<file path="src/rtl/snes_pkg.sv">
package snes_pkg;

    localparam int MAX_EDGES = 32;
    localparam int IDX_W     = 5;
    localparam int CNT_W     = 6;
    localparam int ADDR_W    = 4;

    typedef logic signed [15:0] t_q14;
    typedef logic signed [31:0] t_q28;

    localparam logic signed [33:0] ONE_Q28 = 34'sd268435456;
    localparam logic signed [33:0] TWO_Q28 = 34'sd536870912;

    typedef enum logic [1:0] {
        REG_DIR_X = 2'd0,
        REG_DIR_Y = 2'd1,
        REG_DIR_Z = 2'd2
    } t_reg_idx;

    // ranking as it stands after the current edge
    typedef struct packed {
        logic signed [31:0] best_cos;
        logic signed [31:0] second_cos;
        logic [IDX_W-1:0]   best_idx;
        logic [IDX_W-1:0]   second_idx;
        logic               multi;
        logic               no_fwd;
    } t_snap;

    function automatic t_q28 sat32(input logic signed [32:0] v);
        if (v[32] != v[31]) begin
            return v[32] ? 32'sh80000000 : 32'sh7fffffff;
        end
        return t_q28'(v[31:0]);
    endfunction

endpackage

</file>
<file path="src/rtl/stochastic_next_edge_select.sv">
// stochastic next-edge selector
// input channel (i_in_valid / o_in_ready): one beat per edge of a node, carrying
// the edge unit direction in q1.14 and a last flag; the random fraction is used
// only on the last beat of a node
// output channel (o_out_valid / i_out_ready): one beat per node, sent for the
// last edge, with the chosen edge position, a no-forward-edge flag and a flag
// telling whether the second-best edge was picked
// the travel direction sits in three apb registers (x at 0x0, y at 0x4, z at 0x8)
// throughput: one edge beat per cycle, sustained while the receiver does not stall the result register
// a last-edge beat reaches the output through a seven-register pipeline:
// input, products, saturated sum, ranking snapshot, numerator and denominator,
// cross products, result
// the ranking registers see one edge per cycle, so the compare against the best
// and second-best dot product is the loop that fixes the one-beat-per-cycle rate
// reset clears the pipeline, the ranking state and the direction (0, 0, 1.0)
// a stalled receiver holds the result register; the stages behind it keep
// filling, and o_in_ready drops only once every stage holds a beat
module stochastic_next_edge_select
    import snes_pkg::*;
(
    input  logic              i_clk,
    input  logic              i_rst_n,
    input  logic              psel,
    input  logic              penable,
    input  logic              pwrite,
    input  logic [ADDR_W-1:0] paddr,
    input  logic [31:0]       pwdata,
    output logic [31:0]       prdata,
    output logic              pready,
    input  logic              i_in_valid,
    output logic              o_in_ready,
    input  logic signed [15:0] i_edge_x,
    input  logic signed [15:0] i_edge_y,
    input  logic signed [15:0] i_edge_z,
    input  logic              i_last_edge,
    input  logic [15:0]       i_random_fraction,
    output logic              o_out_valid,
    input  logic              i_out_ready,
    output logic [IDX_W-1:0]  o_chosen_index,
    output logic              o_no_forward_edge,
    output logic              o_took_second
);

    t_q14 r_dir_x, r_dir_y, r_dir_z;
    t_reg_idx reg_idx;
    logic     cfg_wr;

    assign pready  = 1'b1;
    assign cfg_wr  = psel && penable && pwrite;
    assign reg_idx = t_reg_idx'(paddr[3:2]);

    always_ff @(posedge i_clk) begin
        if (!i_rst_n) begin
            r_dir_x <= '0;
            r_dir_y <= '0;
            r_dir_z <= 16'sd16384;
        end else if (cfg_wr) begin
            case (reg_idx)
                REG_DIR_X: r_dir_x <= t_q14'(pwdata[15:0]);
                REG_DIR_Y: r_dir_y <= t_q14'(pwdata[15:0]);
                REG_DIR_Z: r_dir_z <= t_q14'(pwdata[15:0]);
                default: ;
            endcase
        end
    end

    always_comb begin
        case (reg_idx)
            REG_DIR_X: prdata = {16'b0, r_dir_x};
            REG_DIR_Y: prdata = {16'b0, r_dir_y};
            REG_DIR_Z: prdata = {16'b0, r_dir_z};
            default:   prdata = '0;
        endcase
    end

    // pipeline registers
    logic        r_s1_valid, r_s2_valid, r_s3_valid, r_s4_valid;
    logic        r_s5_valid, r_s6_valid, r_s7_valid;
    t_q14        r_s1_x, r_s1_y, r_s1_z;
    logic        r_s1_last, r_s2_last, r_s3_last;
    logic [15:0] r_s1_u, r_s2_u, r_s3_u, r_s4_u, r_s5_u;
    t_q28        r_s2_p0, r_s2_p1, r_s2_p2;
    t_q28        r_s3_cos;
    t_snap       r_s4_snap;
    logic signed [33:0] r_s5_num, r_s5_den;
    logic [IDX_W-1:0]   r_s5_best_idx, r_s5_second_idx;
    logic [IDX_W-1:0]   r_s6_best_idx, r_s6_second_idx;
    logic               r_s5_multi, r_s5_no_fwd, r_s6_multi, r_s6_no_fwd;
    logic signed [50:0] r_s6_lhs, r_s6_rhs;
    logic               r_s6_den_pos, r_s6_den_neg;
    logic [IDX_W-1:0]   r_s7_idx;
    logic               r_s7_no_fwd, r_s7_second;

    logic  rdy1, rdy2, rdy3, rdy4, rdy5, rdy6, rdy7;
    logic  fire3;
    t_snap snap;
    logic  take_second;

    assign rdy7  = !r_s7_valid || i_out_ready;
    assign rdy6  = !r_s6_valid || rdy7;
    assign rdy5  = !r_s5_valid || rdy6;
    assign rdy4  = !r_s4_valid || rdy5;
    assign rdy3  = !r_s3_valid || !r_s3_last || rdy4;
    assign rdy2  = !r_s2_valid || rdy3;
    assign rdy1  = !r_s1_valid || rdy2;
    assign fire3 = r_s3_valid && rdy3;

    assign o_in_ready = rdy1;

    snes_rank u_rank (
        .i_clk   (i_clk),
        .i_rst_n (i_rst_n),
        .i_fire  (fire3),
        .i_last  (r_s3_last),
        .i_cos   (r_s3_cos),
        .o_snap  (snap)
    );

    assign take_second = r_s6_multi &&
        ((r_s6_den_pos && (r_s6_lhs < r_s6_rhs)) ||
         (r_s6_den_neg && (r_s6_lhs > r_s6_rhs)));

    always_ff @(posedge i_clk) begin
        if (!i_rst_n) begin
            r_s1_valid <= 1'b0;
            r_s2_valid <= 1'b0;
            r_s3_valid <= 1'b0;
            r_s4_valid <= 1'b0;
            r_s5_valid <= 1'b0;
            r_s6_valid <= 1'b0;
            r_s7_valid <= 1'b0;
        end else begin
            if (rdy1) r_s1_valid <= i_in_valid;
            if (rdy2) r_s2_valid <= r_s1_valid;
            if (rdy3) r_s3_valid <= r_s2_valid;
            if (rdy4) r_s4_valid <= r_s3_valid && r_s3_last;
            if (rdy5) r_s5_valid <= r_s4_valid;
            if (rdy6) r_s6_valid <= r_s5_valid;
            if (rdy7) r_s7_valid <= r_s6_valid;
        end
    end

    always_ff @(posedge i_clk) begin
        if (rdy1) begin
            r_s1_x    <= i_edge_x;
            r_s1_y    <= i_edge_y;
            r_s1_z    <= i_edge_z;
            r_s1_last <= i_last_edge;
            r_s1_u    <= i_random_fraction;
        end
        if (rdy2) begin
            r_s2_p0   <= r_s1_x * r_dir_x;
            r_s2_p1   <= r_s1_y * r_dir_y;
            r_s2_p2   <= r_s1_z * r_dir_z;
            r_s2_last <= r_s1_last;
            r_s2_u    <= r_s1_u;
        end
        if (rdy3) begin
            r_s3_cos  <= sat32(33'(r_s2_p0) + 33'(r_s2_p1) + 33'(r_s2_p2));
            r_s3_last <= r_s2_last;
            r_s3_u    <= r_s2_u;
        end
        if (rdy4) begin
            r_s4_snap <= snap;
            r_s4_u    <= r_s3_u;
        end
        if (rdy5) begin
            r_s5_num        <= 34'(r_s4_snap.second_cos) + ONE_Q28;
            r_s5_den        <= 34'(r_s4_snap.second_cos) + 34'(r_s4_snap.best_cos)
                               + TWO_Q28;
            r_s5_best_idx   <= r_s4_snap.best_idx;
            r_s5_second_idx <= r_s4_snap.second_idx;
            r_s5_multi      <= r_s4_snap.multi;
            r_s5_no_fwd     <= r_s4_snap.no_fwd;
            r_s5_u          <= r_s4_u;
        end
        if (rdy6) begin
            r_s6_lhs        <= $signed({1'b0, r_s5_u}) * r_s5_den;
            r_s6_rhs        <= {r_s5_num[33], r_s5_num, 16'b0};
            r_s6_den_pos    <= !r_s5_den[33] && (r_s5_den != '0);
            r_s6_den_neg    <= r_s5_den[33];
            r_s6_best_idx   <= r_s5_best_idx;
            r_s6_second_idx <= r_s5_second_idx;
            r_s6_multi      <= r_s5_multi;
            r_s6_no_fwd     <= r_s5_no_fwd;
        end
        if (rdy7) begin
            r_s7_idx    <= take_second ? r_s6_second_idx : r_s6_best_idx;
            r_s7_no_fwd <= r_s6_no_fwd;
            r_s7_second <= take_second;
        end
    end

    assign o_out_valid       = r_s7_valid;
    assign o_chosen_index    = r_s7_idx;
    assign o_no_forward_edge = r_s7_no_fwd;
    assign o_took_second     = r_s7_second;

endmodule

</file>
<file path="src/rtl/snes_rank.sv">
module snes_rank
    import snes_pkg::*;
(
    input  logic i_clk,
    input  logic i_rst_n,
    input  logic i_fire,
    input  logic i_last,
    input  t_q28 i_cos,
    output t_snap o_snap
);

    t_q28             r_best_cos,   n_best_cos;
    t_q28             r_second_cos, n_second_cos;
    logic [IDX_W-1:0] r_best_idx,   n_best_idx;
    logic [IDX_W-1:0] r_second_idx, n_second_idx;
    logic [CNT_W-1:0] r_edge_count, n_edge_count;
    logic [CNT_W-1:0] r_pos_count,  n_pos_count;
    logic [IDX_W-1:0] pos;
    logic             in_range;

    assign pos      = r_edge_count[IDX_W-1:0];
    assign in_range = {1'b0, r_edge_count} < (CNT_W+1)'(MAX_EDGES);

    always_comb begin
        n_best_cos   = r_best_cos;
        n_second_cos = r_second_cos;
        n_best_idx   = r_best_idx;
        n_second_idx = r_second_idx;
        n_edge_count = r_edge_count;
        n_pos_count  = r_pos_count;
        if (in_range) begin
            if (i_cos > 0 && r_pos_count != {CNT_W{1'b1}}) begin
                n_pos_count = r_pos_count + 1'b1;
            end
            if (r_edge_count == '0) begin
                n_best_cos = i_cos;
                n_best_idx = pos;
            end else if (i_cos > r_best_cos) begin
                n_second_cos = r_best_cos;
                n_second_idx = r_best_idx;
                n_best_cos   = i_cos;
                n_best_idx   = pos;
            end else if (r_edge_count == CNT_W'(1) || i_cos > r_second_cos) begin
                n_second_cos = i_cos;
                n_second_idx = pos;
            end
            n_edge_count = r_edge_count + 1'b1;
        end
    end

    always_comb begin
        o_snap.best_cos   = n_best_cos;
        o_snap.second_cos = n_second_cos;
        o_snap.best_idx   = n_best_idx;
        o_snap.second_idx = n_second_idx;
        o_snap.multi      = n_edge_count >= CNT_W'(2);
        o_snap.no_fwd     = n_pos_count == '0;
    end

    always_ff @(posedge i_clk) begin
        if (!i_rst_n || (i_fire && i_last)) begin
            r_best_cos   <= '0;
            r_second_cos <= '0;
            r_best_idx   <= '0;
            r_second_idx <= '0;
            r_edge_count <= '0;
            r_pos_count  <= '0;
        end else if (i_fire) begin
            r_best_cos   <= n_best_cos;
            r_second_cos <= n_second_cos;
            r_best_idx   <= n_best_idx;
            r_second_idx <= n_second_idx;
            r_edge_count <= n_edge_count;
            r_pos_count  <= n_pos_count;
        end
    end

endmodule

</file>
<file path="config.mk">
export PLATFORM = sky130hd
export DESIGN_NAME = stochastic_next_edge_select
export DESIGN_NICKNAME = d
export VERILOG_FILES = /design/src/rtl/snes_pkg.sv /design/src/rtl/stochastic_next_edge_select.sv /design/src/rtl/snes_rank.sv
export SDC_FILE = /design/constraint.sdc
export NUM_CORES = 2
export LEC_CHECK = 0
export BUFFER_PORTS_ARGS = -buffer_cell sky130_fd_sc_hd__buf_4
export CAP_MARGIN = 20
export CELL_PAD_IN_SITES_DETAIL_PLACEMENT = 1
export CELL_PAD_IN_SITES_GLOBAL_PLACEMENT = 1
export CORE_MARGIN = 3
export CORE_UTILIZATION = 47
export DETAILED_ROUTE_END_ITERATION = 16
export PLACE_DENSITY = 0.77
export SLEW_MARGIN = 40
export SYNTH_ARGS = -nofsm -noshare
export SYNTH_HDL_FRONTEND = slang
export SYNTH_SLANG_ARGS = --single-unit
</file>
<file path="constraint.sdc">
create_clock -name i_clk -period 7.4 [get_ports i_clk]
set_clock_uncertainty 0.15 [all_clocks]
set_input_delay 1.48 -clock i_clk [delete_from_list [all_inputs] [get_ports i_clk]]
set_output_delay 1.48 -clock i_clk [all_outputs]
set_load 0.02 [all_outputs]
</file>
# Yosys cells after proc, flatten, opt, wreduce, memory -nomap -nowiden
# Index checks and enable logic that the tools add are counted.
dict set report totals {
  ff_bits 660
  in_bits 108
}
dict set report classes {
  add_sub_neg 7
  mul 4
  order_cmp 7
  eq_ne 5
  mux 24
  n_reduce_logical 38
}
# cell count
set ops {}
lappend ops {{$mux W32} 10}
lappend ops {{$mul A16 B16 Y32} 3}
lappend ops {{$add A32 B32 Y33} 2}
lappend ops {{$gt A32 B32 Y1} 2}
lappend ops {{$gt A51 B49 Y1} 1}
lappend ops {{$lt A51 B49 Y1} 1}
lappend ops {{$mul A17 B34 Y51} 1}
lappend ops {{$pmux W16 S3} 1}
lappend ops {{$mux W5} 8}
lappend ops {{$add A33 B31 Y34 const B} 1}
lappend ops {{$reduce_bool A34 Y1} 1}
lappend ops {{$add A32 B30 Y33 const B} 1}
lappend ops {{$add A33 B32 Y33} 1}
lappend ops {{$gt A32 B1 Y1 const B} 1}
lappend ops {{$mux W6} 3}
lappend ops {{$add A6 B1 Y6 const B} 2}
lappend ops {{$logic_not A6 Y1} 2}
lappend ops {{$logic_or A1 B1 Y1} 11}
lappend ops {{$logic_and A1 B1 Y1} 10}
lappend ops {{$logic_not A1 Y1} 10}
lappend ops {{$eq A6 B1 Y1 const B} 1}
lappend ops {{$ge A6 B2 Y1 const B} 1}
lappend ops {{$lt A6 B6 Y1 const B} 1}
lappend ops {{$ne A6 B6 Y1 const B} 1}
lappend ops {{6 further kinds} 9}

# Longest topological paths before layout
dict set report depth {
  depth_word 9
  ltp_mapped 26
}

# Cells and area by module
# Synthesis repeated with hierarchy kept, for this count alone.
dict set report hier_totals {
  hier_cells 7776
  hier_area_um2 78126.2
}
# module instances cells_per_inst area_each_um2 seq_area_each_um2
set modules_own_cells {}
lappend modules_own_cells {stochastic_next_edge_select 1 6916 71497.3 16686.0}
lappend modules_own_cells {snes_rank 1 860 6628.9 1721.7}

# Least setup slack after synthesis
# No wires, ideal clock.
dict set report synth_timing {
  kind {in2out}
  start {input port i_out_ready}
  end {output port o_in_ready}
  arrival_ps 5808
  t_required_ps 5770
  path_slack_ps -38
  stages 6
  path_buffers 0
  path_cell_list {nor2b_1 -> and2_1 -> and3_1 -> inv_1 -> nor2_1 -> nand3_1}
}
dict set report synth_between {
  elab_chain_cells 7
}
# item line_no
set synth_lines {}
lappend synth_lines {{start, declared} stochastic_next_edge_select.sv:38} ;# input logic i_out_ready,
lappend synth_lines {{$logic_or A1 B1 Y1} stochastic_next_edge_select.sv:99} ;# assign rdy7 = !r_s7_valid || i_out_ready;
lappend synth_lines {{$logic_or A1 B1 Y1} stochastic_next_edge_select.sv:100} ;# assign rdy6 = !r_s6_valid || rdy7;
lappend synth_lines {{$logic_or A1 B1 Y1} stochastic_next_edge_select.sv:101} ;# assign rdy5 = !r_s5_valid || rdy6;
lappend synth_lines {{$logic_or A1 B1 Y1} stochastic_next_edge_select.sv:102} ;# assign rdy4 = !r_s4_valid || rdy5;
lappend synth_lines {{net rdy4} stochastic_next_edge_select.sv:94} ;# logic rdy1, rdy2, rdy3, rdy4, rdy5, rdy6, rdy7;
lappend synth_lines {{$logic_or A1 B1 Y1} stochastic_next_edge_select.sv:103} ;# assign rdy3 = !r_s3_valid || !r_s3_last || rdy4;
lappend synth_lines {{$logic_or A1 B1 Y1} stochastic_next_edge_select.sv:104} ;# assign rdy2 = !r_s2_valid || rdy3;
lappend synth_lines {{$logic_or A1 B1 Y1} stochastic_next_edge_select.sv:105} ;# assign rdy1 = !r_s1_valid || rdy2;
lappend synth_lines {{end, declared} stochastic_next_edge_select.sv:31} ;# output logic o_in_ready,
# The timed path passes the listed nets, and every way through them passes these cells.

# Worst setup path after layout
dict set report layout_timing {
  start {register r_s5_den[6]}
  end {register r_s6_lhs[48], data pin}
}
dict set report layout_between {
  elab_chain_cells 1
}
# item line_no
set layout_lines {}
lappend layout_lines {{start, declared} stochastic_next_edge_select.sv:85} ;# logic signed [33:0] r_s5_num, r_s5_den;
lappend layout_lines {{start signal, assigned} stochastic_next_edge_select.sv:169} ;# r_s5_den <= 34'(r_s4_snap.second_cos) + 34'(r_s4_snap.best_cos)
lappend layout_lines {{$mul A17 B34 Y51} stochastic_next_edge_select.sv:178} ;# r_s6_lhs <= $signed({1'b0, r_s5_u}) * r_s5_den;
lappend layout_lines {{end signal, assigned} stochastic_next_edge_select.sv:178}
lappend layout_lines {{end, declared} stochastic_next_edge_select.sv:89} ;# logic signed [50:0] r_s6_lhs, r_s6_rhs;
# Every way passes these cells.
# A chain may end at the register's enable or synchronous reset.

==> results_dict.tcl <==
set metrics [dict create \
    outcome "completed" \
    rows 149 \
    routed.top_layer "met4" \
    end_kind "register" \
    reg2regPathDepth 23 \
    syn_avg_cell_area_um2 10.0 \
    grt_util_all_layers_pct 26.0 \
    syn_to_final_growth_pct 9.39 \
    synth-edff-count 519 \
    min_path_cells 0 \
    worst_pin_slew_ps 898 \
    via_per_inst 5.42 \
    cp_max_fo 9 \
    htree_levels 3 \
    portBuffers 114 \
    nNetsFinal 9988 \
    min_path_type "register to register" \
    yosysUniqueCellTypes 87 \
    remaining_drc_errors 0 \
    synth_top_family_by_area "adder cells" \
    synth-async-reset-ratio_pct 0 \
    netlist_area_um2 78400 \
    final_max_slew_viol_count 0 \
    critical_path_class "register to register" \
    period_share_pct 96.3 \
    dp_hpwl_um 176000 \
    cts_num_sinks 660 \
    start_kind "register" \
    antenna_found_initial 2 \
    period_needed_ps 7130 \
    grt_pass1_wl_um 353000 \
    grt_setup_unrepaired "false" \
    cts_root_buf "clkbuf_16" \
    die_h_um 414 \
    cts_tree "done" \
    die_w_um 414 \
    gp_congestion 0.868 \
    wl_met3_um 7700 \
    critical_path_required_ps 7680 \
    drt_pass1_iterations 6 \
    drive_gt1_share_pct 6.99 \
    initialDrtViolationCount 2929 \
    synth_ff_type "edfxtp_1" \
    totalWireLength_um 219000 \
    synth_cells 7836 \
    synth_xor_area_share_pct 2.48 \
    insertion_delay_ps 710 \
    rr_startpoint "r_s5_den[6]" \
    setup_viol 0 \
    synthMuxAreaShare_pct 0.410 \
    fp.dieArea_um2 172000 \
    dr_wl_met2_um 118000 \
    floorplan.initialDensity_pct 47.4 \
    cap_violations 0 \
    path_clk_slew_ps 60 \
    ant_nets 0 \
    yosysWarnings 0 \
    synth_compound_area_share_pct 7.78 \
    num_io_pins 150 \
    max_clock_freq_ghz 0.140 \
    grt_max_degree 65 \
    avgRoutedWirePerCell_um 21.4 \
    synth-seq-area-share_pct 23.5 \
    slew_headroom_pct 40.1 \
    core_um2 165000 \
    grt_pass1_vias 65100 \
    cp.arrival_ps 7400 \
    hold_viol 0 \
    cts_buffers 78 \
    finalSetupTns_ps 0 \
    synth-simple-area-share_pct 12.5 \
    wl_met1_um 84500 \
    startpoint "r_s5_den[6]" \
    grt-ovfl-total 0 \
    ys_seq_elements 660 \
    synthAdderAreaFrac_pct 43.3 \
    cts_buffer_depth 3 \
    hold_start "r_s3_u[10]" \
    vias 55500 \
]
==> flip-flops by register name (all words and copies together), names as in the netlist, 32 cells and up <==
name,cells
u_rank.r_second_cos,32
r_s3_cos,32
r_s2_p0,32
r_s2_p1,32
r_s5_den,34
r_s6_rhs,33
r_s5_num,33
u_rank.r_best_cos,32
r_s4_snap,76
r_s2_p2,32
r_s6_lhs,51
==> worst max-delay path, stage by stage, from the launching register on <==
cell and delay (ps):
edfxtp_1 490, buf_4 230, and2_1 180, fa_1 480
inv_1 50, fa_1 470, fa_1 530, inv_1 60
fa_1 520, fa_1 500, inv_1 50, fa_1 500
inv_1 50, ha_2 380, nand4_1 140, a211oi_1 210
o21a_1 240, o2111ai_1 330, a31oi_4 320, o32ai_2 120
buf_4 170, o21bai_1 320, a31oi_1 190, xnor2_1 160
==> cells by family after synthesis <==
family                   count (synthesis)
XOR/XNOR                               222
buffers and inverters                 2051
multiplexers                            31
adder cells (fa/ha/maj)               1913
AO/OA/AOI/OAI                          903
AND/OR/NAND/NOR                       2054
other                                    2
flip-flops                             660
==> area by class of cell <==
| class | count | area [um2] |
|---|---|---|
| clock inverter | 48 | 593 |
| fill | 18300 | 79700 |
| inverter | 1732 | 6510 |
| clock buffer | 95 | 2030 |
| sequential | 660 | 18400 |
| timing repair buffer | 365 | 3080 |
| multi-input combinational | 5140 | 52300 |
| antenna | 2 | 5.00 |
| tap | 2189 | 2740 |
==> stage by stage <==
step	setup WS (ps)	cells	cell area (um2)	hold WS (ps)	utilization [%]
floorplan	304	7851	78400	250	-
global route	14.4	10200	85700	264	51.8
finish	273	10200	85700	247	51.8
detailed placement	105	10000	82700	255	50.0
CTS	38.1	10200	85300	251	51.6
global placement	202	10000	82600	252	49.9
==> cells in the mapped netlist, drive strengths merged, types with 41 or more instances <==
| cell type | number | area (um2) |
|---|---|---|
| inv | 1731 | 6500 |
| fa | 1337 | 26800 |
| nand2 | 1018 | 3820 |
| ha | 566 | 7080 |
| and2 | 550 | 3440 |
| edfxtp | 519 | 15600 |
| clkbuf | 273 | 1020 |
| a21oi | 207 | 1040 |
| xnor2 | 167 | 1460 |
| o21ai | 165 | 826 |
| nor2 | 155 | 584 |
| dfxtp | 141 | 2820 |
| a21o | 120 | 901 |
| nand3 | 93 | 465 |
| a21boi | 56 | 420 |
| xor2 | 55 | 482 |
| buf | 46 | 287 |
| o22ai | 42 | 263 |
| nand4 | 41 | 257 |
==> per-layer routing <==
layer  global-route usage [%]  vias to the layer above
met5                        0                        -
met4                     10.9                        0
met3                     2.65                      441
met2                     48.5                     1203
met1                     30.3                    29200
li1                         -                    24700
==> final timing paths <==
kind / slack, ps / to
setup / recovery: 270 / r_s6_lhs[48]
hold / removal: 250 / r_s4_u[10]
setup reg to reg: 270 / r_s6_lhs[48]
hold reg to reg: 250 / r_s4_u[10]
==> cell usage in the layout, fill, tap and decap left out, types with 37 or more instances in the layout <==
| master | Yosys | final |
|---|---|---|
| xor2_1 | 55 | 55 |
| nand2_1 | 1018 | 1016 |
| edfxtp_1 | 519 | 519 |
| a21boi_0 | 55 | 55 |
| a21o_1 | 120 | 120 |
| dfxtp_1 | 141 | 125 |
| nor2_1 | 154 | 152 |
| inv_1 | 1731 | 1728 |
| nand4_1 | 41 | 41 |
| xnor2_1 | 167 | 167 |
| o22ai_1 | 42 | 42 |
| fa_1 | 1337 | 1337 |
| a2bb2oi_1 | 37 | 37 |
| buf_4 | 17 | 337 |
| a21oi_1 | 206 | 202 |
| o31ai_1 | 39 | 39 |
| clkbuf_16 | 0 | 78 |
| o21ai_0 | 158 | 158 |
| and2_1 | 550 | 550 |
| ha_1 | 566 | 565 |
| nand3_1 | 93 | 92 |
==> repair_timing <==
item	in CTS	in global routing
gates resized for setup	0	18
setup endpoints to repair	0	17
hold buffers	0	0
endpoints found under the hold margin	0	0
setup buffers	0	38
Power is left out: the tool's default activity adds up to more than one toggle a clock period on the data nets, which glitch-free logic cannot reach.
